<file path="src/arcc_pkg.sv">
// Shared types, codes and defaults for the ARP reply count classifier.
package arcc_pkg;

  // Default number of table entries
  localparam int unsigned TABLE_DEPTH_DEF = 16;

  // Field widths
  localparam int unsigned IP_W    = 32;
  localparam int unsigned COUNT_W = 16;
  localparam int unsigned CFG_W   = 16;

  // Saturation value of a reply count
  localparam logic [COUNT_W-1:0] COUNT_MAX = {COUNT_W{1'b1}};

  // Threshold reset values
  localparam logic [CFG_W-1:0] ATTACK_THR_RST = 16'd10;
  localparam logic [CFG_W-1:0] SUSP_THR_RST   = 16'd3;

  // Configuration register indexes
  typedef enum logic [0:0] {
    CFG_ATTACK_THR = 1'b0,
    CFG_SUSP_THR   = 1'b1
  } cfg_idx_t;

  // Commands
  typedef enum logic [1:0] {
    CMD_ADD    = 2'd0,
    CMD_EXISTS = 2'd1,
    CMD_UPDATE = 2'd2,
    CMD_DELETE = 2'd3
  } cmd_t;

  // Verdict codes
  localparam logic [1:0] VERDICT_NORMAL     = 2'd0;
  localparam logic [1:0] VERDICT_SUSPICIOUS = 2'd1;
  localparam logic [1:0] VERDICT_ATTACK     = 2'd2;

  // One table entry
  typedef struct packed {
    logic [IP_W-1:0]    ip;
    logic [COUNT_W-1:0] count;
  } entry_t;

endpackage

</file>
<file path="src/arcc_if.sv">
// Valid/ready channel interfaces for commands and results.
interface arcc_in_if;
  logic                          valid;
  logic                          ready;
  logic [1:0]                    command;
  logic [arcc_pkg::IP_W-1:0]     ip_addr;

  modport source (output valid, output command, output ip_addr, input ready);
  modport sink   (input valid, input command, input ip_addr, output ready);
endinterface

interface arcc_out_if;
  logic       valid;
  logic       ready;
  logic       found;
  logic [1:0] verdict;
  logic       table_full;

  modport source (output valid, output found, output verdict, output table_full, input ready);
  modport sink   (input valid, input found, input verdict, input table_full, output ready);
endinterface

</file>
<file path="src/arp_reply_count_classifier_core.sv">
// Top level: ARP reply counter table with threshold classification.
//
//  channel  | direction | handshake     | payload
//  ---------+-----------+---------------+-------------------------------
//  in_ch    | in        | valid/ready   | command[1:0], ip_addr[31:0]
//  out_ch   | out       | valid/ready   | found, verdict[1:0], table_full
//  cfg_*    | in        | cfg_we only   | cfg_idx[0], cfg_wdata[15:0]
//
// One command at a time. An accepted command scans the table from entry 0 until
// it finds a match or passes the last entry, one memory read per cycle (none
// on an empty table); delete then moves each later entry down one place, and
// add appends a new entry with a count of one, or flags a full table.
// The next command is accepted in the cycle after the result is loaded.
// Reset clears the fill count and sets the thresholds to their reset values; the table itself is not cleared.
// A result waits in the output register while out_ch.ready is low; the next
// command is accepted meanwhile and holds in its last step until it frees.
module arp_reply_count_classifier_core #(
  parameter int unsigned TABLE_DEPTH = arcc_pkg::TABLE_DEPTH_DEF
) (
  input  logic                       clk,
  input  logic                       rst_n,
  arcc_in_if.sink                    in_ch,
  arcc_out_if.source                 out_ch,
  input  logic                       cfg_we,
  input  logic [0:0]                 cfg_idx,
  input  logic [arcc_pkg::CFG_W-1:0] cfg_wdata
);

  localparam int unsigned IDX_W = $clog2(TABLE_DEPTH);
  localparam int unsigned CNT_W = $clog2(TABLE_DEPTH + 1);
  localparam logic [CNT_W-1:0] DEPTH_C = CNT_W'(TABLE_DEPTH);

  typedef enum logic [2:0] {
    ST_IDLE,
    ST_SEARCH,
    ST_SHIFT,
    ST_APPEND,
    ST_FINISH
  } state_t;

  state_t                        state_r;
  arcc_pkg::cmd_t                cmd_r;
  logic [arcc_pkg::IP_W-1:0]     ip_r;
  logic [IDX_W-1:0]              idx_r;
  logic [CNT_W-1:0]              used_r;
  logic                          res_found_r;
  logic [1:0]                    res_verdict_r;
  logic                          res_full_r;
  logic                          out_valid_r;
  logic                          out_found_r;
  logic [1:0]                    out_verdict_r;
  logic                          out_full_r;
  logic [arcc_pkg::CFG_W-1:0]    attack_thr_r;
  logic [arcc_pkg::CFG_W-1:0]    susp_thr_r;

  // Table memory
  arcc_pkg::entry_t              mem [TABLE_DEPTH];
  arcc_pkg::entry_t              rd_data_r;
  logic                          rd_en;
  logic [IDX_W-1:0]              rd_idx;
  logic                          wr_en;
  logic [IDX_W-1:0]              wr_idx;
  arcc_pkg::entry_t              wr_data;

  logic                          in_accept;
  logic                          out_load;
  logic                          more;
  logic                          match;
  logic [arcc_pkg::COUNT_W-1:0]  cnt_inc;
  logic [1:0]                    verdict_calc;
  logic                          room;

  assign in_ch.ready       = (state_r == ST_IDLE);
  assign in_accept         = in_ch.valid && in_ch.ready;
  assign out_ch.valid      = out_valid_r;
  assign out_ch.found      = out_found_r;
  assign out_ch.verdict    = out_verdict_r;
  assign out_ch.table_full = out_full_r;

  // Finished result moves into the output register when it is free or being taken
  assign out_load = (state_r == ST_FINISH) && (!out_valid_r || out_ch.ready);

  // Scan helpers
  assign more  = (CNT_W'(idx_r) + CNT_W'(1)) < used_r;
  assign match = (rd_data_r.ip == ip_r);
  assign room  = used_r < DEPTH_C;
  assign cnt_inc = (rd_data_r.count == arcc_pkg::COUNT_MAX)
                   ? rd_data_r.count
                   : rd_data_r.count + arcc_pkg::COUNT_W'(1);

  // Classification, attack first
  always_comb begin
    priority if (cnt_inc >= attack_thr_r) begin
      verdict_calc = arcc_pkg::VERDICT_ATTACK;
    end else if (cnt_inc >= susp_thr_r) begin
      verdict_calc = arcc_pkg::VERDICT_SUSPICIOUS;
    end else begin
      verdict_calc = arcc_pkg::VERDICT_NORMAL;
    end
  end

  // Memory port control
  always_comb begin
    rd_en   = 1'b0;
    rd_idx  = '0;
    wr_en   = 1'b0;
    wr_idx  = '0;
    wr_data = '0;
    unique case (state_r)
      ST_IDLE: begin
        if (in_accept && (used_r != '0)) begin
          rd_en = 1'b1;
        end
      end
      ST_SEARCH: begin
        if (match) begin
          if (cmd_r == arcc_pkg::CMD_UPDATE) begin
            wr_en   = 1'b1;
            wr_idx  = idx_r;
            wr_data = '{ip: ip_r, count: cnt_inc};
          end
          if ((cmd_r == arcc_pkg::CMD_DELETE) && more) begin
            rd_en  = 1'b1;
            rd_idx = idx_r + IDX_W'(1);
          end
        end else if (more) begin
          rd_en  = 1'b1;
          rd_idx = idx_r + IDX_W'(1);
        end
      end
      ST_SHIFT: begin
        // move entry idx down one place, closing the gap
        wr_en   = 1'b1;
        wr_idx  = idx_r - IDX_W'(1);
        wr_data = rd_data_r;
        if (more) begin
          rd_en  = 1'b1;
          rd_idx = idx_r + IDX_W'(1);
        end
      end
      ST_APPEND: begin
        if (room) begin
          wr_en   = 1'b1;
          wr_idx  = used_r[IDX_W-1:0];
          wr_data = '{ip: ip_r, count: arcc_pkg::COUNT_W'(1)};
        end
      end
      ST_FINISH: begin
      end
      default: begin
      end
    endcase
  end

  // Synchronous memory, one write and one registered read
  always_ff @(posedge clk) begin
    if (wr_en) begin
      mem[wr_idx] <= wr_data;
    end
    if (rd_en) begin
      rd_data_r <= mem[rd_idx];
    end
  end

  // Configuration registers
  always_ff @(posedge clk) begin
    if (!rst_n) begin
      attack_thr_r <= arcc_pkg::ATTACK_THR_RST;
      susp_thr_r   <= arcc_pkg::SUSP_THR_RST;
    end else if (cfg_we) begin
      unique case (arcc_pkg::cfg_idx_t'(cfg_idx))
        arcc_pkg::CFG_ATTACK_THR: attack_thr_r <= cfg_wdata;
        arcc_pkg::CFG_SUSP_THR:   susp_thr_r   <= cfg_wdata;
        default: begin
        end
      endcase
    end
  end

  // Command sequencer and output register
  always_ff @(posedge clk) begin
    if (!rst_n) begin
      state_r     <= ST_IDLE;
      used_r      <= '0;
      out_valid_r <= 1'b0;
    end else begin
      if (out_load) begin
        out_valid_r <= 1'b1;
      end else if (out_valid_r && out_ch.ready) begin
        out_valid_r <= 1'b0;
      end
      unique case (state_r)
        ST_IDLE: begin
          if (in_accept) begin
            cmd_r         <= arcc_pkg::cmd_t'(in_ch.command);
            ip_r          <= in_ch.ip_addr;
            idx_r         <= '0;
            res_found_r   <= 1'b0;
            res_verdict_r <= arcc_pkg::VERDICT_NORMAL;
            res_full_r    <= 1'b0;
            if (used_r != '0) begin
              state_r <= ST_SEARCH;
            end else if (arcc_pkg::cmd_t'(in_ch.command) == arcc_pkg::CMD_ADD) begin
              state_r <= ST_APPEND;
            end else begin
              state_r <= ST_FINISH;
            end
          end
        end
        ST_SEARCH: begin
          if (match) begin
            res_found_r <= 1'b1;
            unique case (cmd_r)
              arcc_pkg::CMD_ADD:    state_r <= ST_APPEND;
              arcc_pkg::CMD_EXISTS: state_r <= ST_FINISH;
              arcc_pkg::CMD_UPDATE: begin
                res_verdict_r <= verdict_calc;
                state_r       <= ST_FINISH;
              end
              arcc_pkg::CMD_DELETE: begin
                if (more) begin
                  idx_r   <= idx_r + IDX_W'(1);
                  state_r <= ST_SHIFT;
                end else begin
                  used_r  <= used_r - CNT_W'(1);
                  state_r <= ST_FINISH;
                end
              end
              default: state_r <= ST_FINISH;
            endcase
          end else if (more) begin
            idx_r <= idx_r + IDX_W'(1);
          end else if (cmd_r == arcc_pkg::CMD_ADD) begin
            state_r <= ST_APPEND;
          end else begin
            state_r <= ST_FINISH;
          end
        end
        ST_SHIFT: begin
          if (more) begin
            idx_r <= idx_r + IDX_W'(1);
          end else begin
            used_r  <= used_r - CNT_W'(1);
            state_r <= ST_FINISH;
          end
        end
        ST_APPEND: begin
          if (room) begin
            used_r <= used_r + CNT_W'(1);
          end else begin
            res_full_r <= 1'b1;
          end
          state_r <= ST_FINISH;
        end
        ST_FINISH: begin
          // hand over once the output register is free or being emptied
          if (out_load) begin
            out_found_r   <= res_found_r;
            out_verdict_r <= res_verdict_r;
            out_full_r    <= res_full_r;
            state_r       <= ST_IDLE;
          end
        end
        default: state_r <= ST_IDLE;
      endcase
    end
  end

endmodule

</file>
<file path="src/flat_wrapper.sv">
// flat-port wrapper written by rule: the top's interface ports become plain ports
module arp_reply_count_classifier_core_flat 
#(
  parameter int unsigned TABLE_DEPTH = arcc_pkg::TABLE_DEPTH_DEF
)
  (clk, rst_n, cfg_we, cfg_idx, cfg_wdata, in_ch_valid, in_ch_command, in_ch_ip_addr, in_ch_ready, out_ch_valid, out_ch_found, out_ch_verdict, out_ch_table_full, out_ch_ready);
  arcc_in_if in_ch_i ();
  arcc_out_if out_ch_i ();
  input  logic clk;
  input  logic rst_n;
  input  logic cfg_we;
  input  logic [0:0] cfg_idx;
  input  logic [arcc_pkg::CFG_W-1:0] cfg_wdata;
  input wire logic [$bits(in_ch_i.valid)-1:0] in_ch_valid;
  input wire logic [$bits(in_ch_i.command)-1:0] in_ch_command;
  input wire logic [$bits(in_ch_i.ip_addr)-1:0] in_ch_ip_addr;
  output wire logic [$bits(in_ch_i.ready)-1:0] in_ch_ready;
  output wire logic [$bits(out_ch_i.valid)-1:0] out_ch_valid;
  output wire logic [$bits(out_ch_i.found)-1:0] out_ch_found;
  output wire logic [$bits(out_ch_i.verdict)-1:0] out_ch_verdict;
  output wire logic [$bits(out_ch_i.table_full)-1:0] out_ch_table_full;
  input wire logic [$bits(out_ch_i.ready)-1:0] out_ch_ready;
  assign in_ch_i.valid = in_ch_valid;
  assign in_ch_i.command = in_ch_command;
  assign in_ch_i.ip_addr = in_ch_ip_addr;
  assign in_ch_ready = in_ch_i.ready;
  assign out_ch_valid = out_ch_i.valid;
  assign out_ch_found = out_ch_i.found;
  assign out_ch_verdict = out_ch_i.verdict;
  assign out_ch_table_full = out_ch_i.table_full;
  assign out_ch_i.ready = out_ch_ready;
  arp_reply_count_classifier_core #(.TABLE_DEPTH(TABLE_DEPTH)) u_core (.clk(clk), .rst_n(rst_n), .in_ch(in_ch_i), .out_ch(out_ch_i), .cfg_we(cfg_we), .cfg_idx(cfg_idx), .cfg_wdata(cfg_wdata));
endmodule
</file>
<file path="config.mk">
export PLATFORM = sky130hd
export DESIGN_NAME = arp_reply_count_classifier_core_flat
export DESIGN_NICKNAME = d
export VERILOG_FILES = /design/src/arcc_pkg.sv /design/src/arcc_if.sv /design/src/arp_reply_count_classifier_core.sv /design/src/flat_wrapper.sv
export SDC_FILE = /design/constraint.sdc
export NUM_CORES = 1
export LEC_CHECK = 0
export ABC_AREA = 1
export BUFFER_PORTS_ARGS = -buffer_cell sky130_fd_sc_hd__buf_2
export CORE_MARGIN = 1.5
export CORE_UTILIZATION = 35
export CTS_BUF_LIST = sky130_fd_sc_hd__clkbuf_8
export CTS_CLUSTER_SIZE = 20
export DETAILED_ROUTE_END_ITERATION = 6
export PLACE_DENSITY = 0.46
export SYNTH_ARGS = -nofsm -noshare
export SYNTH_HDL_FRONTEND = slang
export SYNTH_SLANG_ARGS = --single-unit
</file>
<file path="constraint.sdc">
create_clock -name clk -period 4.7 [get_ports clk]
set_clock_uncertainty 0.15 [all_clocks]
set_input_delay 1.175 -clock clk [delete_from_list [all_inputs] [get_ports clk]]
set_output_delay 1.175 -clock clk [all_outputs]
set_load 0.005 [all_outputs]
</file>
==> results of run 1 <==
-- kinds of logic (layout without fill, tap and decap cells) --
group | Yosys count | after routing | synth area share
compound gates | 186 | 186 | 0.0252
xor+xnor | 33 | 33 | 0.00713
fa+ha+maj | 49 | 49 | 0.0153
buf+inv | 824 | 1063 | 0.0809
flops | 903 | 903 | 0.659
other cells | 0 | 1 | 0
simple gates | 1894 | 1894 | 0.213
-- cells in the final DEF, fill, tap and decap left out, types with 15 or more instances in the layout --
cell type  Yosys  layout
edfxtp_1     862     862
clkinv_1       1      36
inv_1        585     640
xnor2_1       18      18
a21oi_1       66      66
inv_2         19      18
nand3_1      883     883
nand2_1      833     829
o22ai_1       22      22
buf_12         0      42
buf_4         14      78
ha_1          48      48
clkbuf_8       0     167
dfxtp_1       41      41
buf_2        101      61
xor2_1        15      15
nor2_1        59      41
nand3b_1      82      82
o21ai_0       73      72
nor2_4         1      18
-- final cells by class --
| cell class | count | share of cell area |
|---|---|---|
| flip-flops and latches | 903 | 0.578 |
| inverters | 605 | 0.0493 |
| well taps | 1512 | 0.0410 |
| clock buffers | 167 | 0.0498 |
| diodes | 1 | 0.0000542 |
| repair buffers | 181 | 0.0375 |
| clock inverters | 110 | 0.0109 |
| multi-input cells | 2162 | 0.233 |
-- state kept, by name, summed over array words and instances, names as in the netlist --
signal / count
u_core.mem: 768
u_core.rd_data_r: 48
u_core.ip_r: 32
u_core.attack_thr_r: 16
u_core.susp_thr_r: 16
u_core.used_r: 5
u_core.idx_r: 4
u_core.state_r: 3
u_core.cmd_r: 2
u_core.out_ch.verdict: 2
u_core.res_verdict_r: 2
u_core.out_ch.found: 1
u_core.out_ch.table_full: 1
u_core.out_ch.valid: 1
u_core.res_found_r: 1
u_core.res_full_r: 1
-- power by group --
| group | internal, mW | switching [mW] |
|---|---|---|
| combinational | 1.66 | 3.80 |
| clock | 3.32 | 3.24 |
| sequential | 9.59 | 0.296 |
| total | 14.6 | 7.33 |
-- how the worst max path moves through the flow --
stage	start	to	slack [ns]	cells after the start
3_3_place_gp	u_core.ip_r[3]	u_core.mem[8][39]	0.39	14
5_1_grt	u_core.ip_r[3]	u_core.mem[4][39]	0.18	14
6_report	u_core.ip_r[3]	u_core.mem[4][39]	0.33	14
4_1_cts	u_core.ip_r[3]	u_core.mem[4][39]	0.38	14
3_5_place_dp	u_core.ip_r[3]	u_core.mem[8][39]	0.40	14
2_1_floorplan	u_core.ip_r[11]	u_core.mem[1][0]	0.34	13
-- layer usage --
layer | vias to the layer above | wire length, microns | track usage
met3 | 191 | 6070 | 0.0323
met1 | 13714 | 55800 | 0.284
li1 | 13405 | - | -
met4 | 0 | 3230 | 0.0678
met2 | 734 | 56100 | 0.330
met5 | - | 0 | 0
-- per-stage QoR --
stage	instance area [sq um]	setup slack [ns]	hold slack, ns	instances	power [mW]
3_3_place_gp	43400	0.386	0.256	5363	15.5
3_5_place_dp	43400	0.402	0.261	5363	15.5
4_1_cts	46200	0.382	0.271	5640	22.2
6_report	46200	0.326	0.269	5641	21.9
2_1_floorplan	40500	0.336	0.250	3889	13.5
5_1_grt	46200	0.181	0.282	5641	23.1
==> results.tsv, run 1 <==
metric	value	unit
status	finished clean	
path_delay_family	simple AND/OR/NAND/NOR gates	
tns	0	ns
initial_core_util	0.354	
numCtsBuffers	160	
routed_wl	121000	microns
gp_congestion	0.805	
finalCriticalPeriod	4.37	ns
ff_latch_area	26700	sq um
fin_crit_sh	0.931	
slew_headroom	0.108	
finalSetupViolCount	0	
finish.utilization	0.403	
synth_edf_count	862	
vias	28044	
synth.area.top_cells	edfxtp_1 64%, nand3_1 11%, nand2_1 7.7%	
timing.rr.start	u_core.ip_r[3]	
io_buffers	61	
grt_pass1_wl	178000	microns
reg2reg_slack	0.33	ns
hold_path_startpoint	u_core.res_found_r	
drcViolationCount	0	
h-tree-depth	4	
synth_area	40500	sq um
core	115000	sq um
cp_common_cell	buf_4	
io_pins	62	
area_growth	13.9	%
max-vdd-ir-drop	0.000305	V
hold_path.class	flip-flop to flip-flop	
synth_top_area_share	0.638	
fmax	229	MHz
drt_iter0_markers	2460	
synth.most_common_cell	nand3_1	
post_cts_resized	0	
n_fill_cell	11145	
path_clk_slew	0.06	ns
required	5.22	ns
worstSetupStartpointType	flip-flop	
synth.largest_area_cell	edfxtp_1	
cts_tree	built	
ys.flop_type	edfxtp_1	
synth_seq_area_share	0.659	
critical_path_class	flip-flop to flip-flop	
netlist_top_cells_count	883 x nand3_1, 862 x edfxtp_1, 833 x nand2_1	
leakagePower	18.8	nW
worst_r2r_path_depth	14	
crit_chain	xnor2_1 > nand2_1 > nor2_1 > nand2_1 > nor2_2 > nand2_2 > inv_1 > nand3_2 > clkinv_1 > buf_4 > nor2_2 > buf_4 > o22ai_1 > buf_4	
synth_nets	3994	
die_y	343	microns
cp_max_fo	30	
cts_hold_buffers	0	
antenna_left	0	
slew_violations	0	
cts.sinks	903	
synth.distinct_cells	44	
row_count	124	
max_stage_delay	0.53	ns
post_cts.repair.setup_buffers	0	
yosys_warnings	0	
worstMarginPinSlew	1.33	ns
clk_path_buf_depth	3	
overflow	0	
hold_viol_final	0	
viasPerCell	4.97	
async_flop_share	0	
hpwl	62300	microns
synth-seq-cells	903	
antenna_found_initial	2	
drv_cap	0	
worst_ep_arrival_time	4.89	ns
cts_root_buf	clkbuf_8	
nets	4118	
syn_inst	3889	
cp-end-kind	flip-flop	
worstPathBufferInverterCount	5	
drtPass1Iterations	7	
track_usage	0.205	
grt_pass1_vias	26973	
syn_area_per_cell	10.4	sq um
clock_latency	0.84	ns
hold_depth	0	
power_density	474	nW/um^2
wl_per_cell	21.5	microns
rr_endpoint	u_core.mem[4][39]	
die_w	343	microns
die_area	118000	sq um
drive_gt1_frac	0.102	
slowest_stage	o22ai_1	
grt_start_max_net_pins	133	
rsz0062_at_grt	no	
hold_end	u_core.out_ch.found	
multi_input_area	10800	sq um
Note: power is estimated with default switching activity, not from simulation.
==> run 2, diff against run 1 <==
- ABC_AREA: 1 -> 0
==> results.tsv, run 2 <==
metric	value	unit	change
fmax	221	MHz	-3.5%
reg_top3	u_core.mem: 768 flops, u_core.rd_data_r: 48 flops, u_core.ip_r: 32 flops		
syn_area_per_cell	16.6	sq um	+59%
grt_pass1_wl	147000	microns	-18%
critPathCapture	u_core.rd_data_r[25]		
finalSetupViolCount	0		unchanged
synth_seq_area_share	0.731		+0.0726
synth_compound_gate_area_share	0.0682		+0.0431
antenna_found_initial	1		-1
syn_inst	2204		-43%
required	5.08	ns	-0.14 ns
hold_viol_final	0		unchanged
critical_path_class	flip-flop to flip-flop		
track_usage	0.191		-0.0139
h-tree-depth	4		unchanged
drv_cap	0		unchanged
startpoint	u_core.ip_r[7]		
ff_latch_area	26700	sq um	unchanged
synth_nets	2309		-42%
grt_pass1_vias	21142		-22%
synth_area	36500	sq um	-9.9%
synth.distinct_cells	67		+52%
cp-end-kind	flip-flop		
initial_core_util	0.353		-0.000757
nets	2556		-38%
placed_area	39900	sq um	-8.1%
area_growth	17.3	%	
synthAdderAreaFrac	0.0170		+0.00169
tns	0	ns	unchanged
synth.largest_area_cell	edfxtp_1		
slew_violations	0		unchanged
worstSetupStartpointType	flip-flop		
clk_path_buf_depth	3		unchanged
die_w	326	microns	-5.0%
io_buffers	61		unchanged
n_fill_cell	9361		-16%
die_y	326	microns	-5.0%
netlist_top_cells_count	862 x edfxtp_1, 376 x mux2i_1, 186 x o22ai_1		
multi_input_area	9110	sq um	-15%
worstMarginPinSlew	0.985	ns	-0.344 ns
cts_root_buf	clkbuf_8		
synth-seq-cells	903		unchanged
synth.most_common_cell	edfxtp_1		
cp_max_fo	31		+3.3%
timing.rr.start	u_core.ip_r[7]		
core	103000	sq um	-9.7%
gp_congestion	0.780		-3.1%
io_pins	62		unchanged
final_cell_mix	862 x edfxtp_1, 376 x mux2i_1, 186 x o22ai_1		
routed_wl	102000	microns	-16%
largest_reg_flops	768		unchanged
hpwl	57600	microns	-7.6%
hold_path.class	flip-flop to flip-flop		
layout_commonest_cell	edfxtp_1		
row_count	118		-4.8%
cts_tree	built		
leakagePower	13.7	nW	-27%
drt_iter0_markers	1721		-30%
cts.sinks	903		unchanged
clock_latency	0.82	ns	-0.02 ns
stdcell_area	42800	sq um	-7.3%
wl_per_cell	25.9	microns	+20%
die_area	106000	sq um	-9.8%
fin_crit_sh	0.964		+0.0338
ys.flop_type	edfxtp_1		
slew_headroom	0.341		+0.233
regMostFlops	u_core.mem		
grt_start_max_net_pins	49		-63%
max-vdd-ir-drop	0.000499	V	+63%
synth_top_family_by_area	multiplexers		
worst_ep_arrival_time	4.91	ns	+0.02 ns
antenna_left	0		unchanged
reg2reg_slack	0.17	ns	-0.16 ns
post_cts.repair.setup_buffers	0		unchanged
synthSimpleGateAreaFrac	0.0416		-0.171
async_flop_share	0		unchanged
drtPass1Iterations	7		unchanged
drcViolationCount	0		unchanged
worst_r2r_path_depth	11		-3
numCtsBuffers	158		-1.3%
synth_xor_area_frac	0.0122		+0.00510
yosys_warnings	0		unchanged
finish.utilization	0.414		+0.0110
viasPerCell	5.21		+4.8%
synth_edf_count	862		unchanged
synth.area.top_cells	edfxtp_1 71%, mux2i_1 10%, o22ai_1 3.2%		
power_density	497	nW/um^2	+4.9%
status	finished clean		
rr_endpoint	u_core.rd_data_r[25]		
path_clk_slew	0.06	ns	about the same
synth_top_area_share	0.709		+0.0704
rsz0062_at_grt	no		
vias	20606		-27%
finalCriticalPeriod	4.53	ns	+0.159 ns
drive_gt1_frac	0.172		+0.0703
muxShareOfSynthArea	0.104		+0.104
overflow	0		unchanged
[run 2: changes by cell type in the layout (fill, tap and decap cells not counted), sizes merged, moves of 46 or more]
cell	change
inv	-559
mux2i	+376
nand2	-734
nand3	-857
nand3b	-81
o22ai	+164
or4	+46
[run 2: repair_timing]
| action | CTS | global route |
|---|---|---|
| setup endpoints to repair | 0 | 17 |
| endpoints found under the hold margin | 0 | 0 |
| hold buffers | 0 | 0 |
| resized for setup | 0 | 2 |
[run 2: critical path: stages (launching register included)]
cell and delay (ns):
edfxtp_1 0.48, xnor2_1 0.55, nand4_1 0.37, nor4_4 0.47
nand2_2 0.09, or4_1 0.61, nand2_8 0.15, buf_12 0.21
buf_12 0.26, mux2i_1 0.25, o22ai_1 0.10, or4_1 0.51
[run 2: cells by family (layout without fill, tap and decap cells)]
family | after synthesis | count (layout)
AND/OR/NAND/NOR | 290 | 290
buffers and inverters | 161 | 529
XOR/XNOR | 51 | 51
flip-flops | 903 | 903
other | 0 | 3
multiplexers | 379 | 379
AO/OA/AOI/OAI | 371 | 371
adder cells (fa/ha/maj) | 49 | 49
[run 2: report_power, final]
group / switching (mW) / internal (mW)
Combinational: 2.78 / 1.76
Clock: 3.24 / 3.61
Sequential: 0.364 / 9.55
Total: 6.38 / 14.9
[run 2: worst min path at each step]
stage	cells past startpoint	startpoint	end	slack, ns
6_report	0	u_core.res_full_r	u_core.out_ch.table_full	0.27
5_1_grt	0	u_core.res_found_r	u_core.out_ch.found	0.29
2_1_floorplan	0	u_core.res_found_r	u_core.out_ch.found	0.25
3_3_place_gp	0	u_core.res_verdict_r[0]	u_core.out_ch.verdict[0]	0.26
4_1_cts	0	u_core.res_full_r	u_core.out_ch.table_full	0.27
3_5_place_dp	0	u_core.res_full_r	u_core.out_ch.table_full	0.26
[run 2: cell type report]
type,count,share of cell area
sequential,903,0.624
multi-input combinational,1140,0.213
clock buffer,163,0.0524
timing repair buffer,197,0.0497
tap,1380,0.0403
clock inverter,118,0.0166
inverter,51,0.00447
antenna,3,0.000175
[run 2: per-layer routing]
metal | part of all wire | up-vias | GRT usage
met5 | 0 | - | 0
met2 | 0.47 | 588 | 0.305
met4 | 0.024 | 0 | 0.0661
li1 | - | 9261 | -
met3 | 0.050 | 163 | 0.0351
met1 | 0.45 | 10594 | 0.263
[run 2: metrics by stage]
step	setup WS [ns]	hold slack, ns	std cells	power [mW]
5_1_grt	0.0309	0.287	3954	22.3
3_5_place_dp	0.133	0.255	3671	14.7
2_1_floorplan	0.0336	0.250	2204	13.0
3_3_place_gp	0.120	0.257	3671	14.6
6_report	0.167	0.272	3955	21.3
4_1_cts	0.0739	0.273	3952	21.6
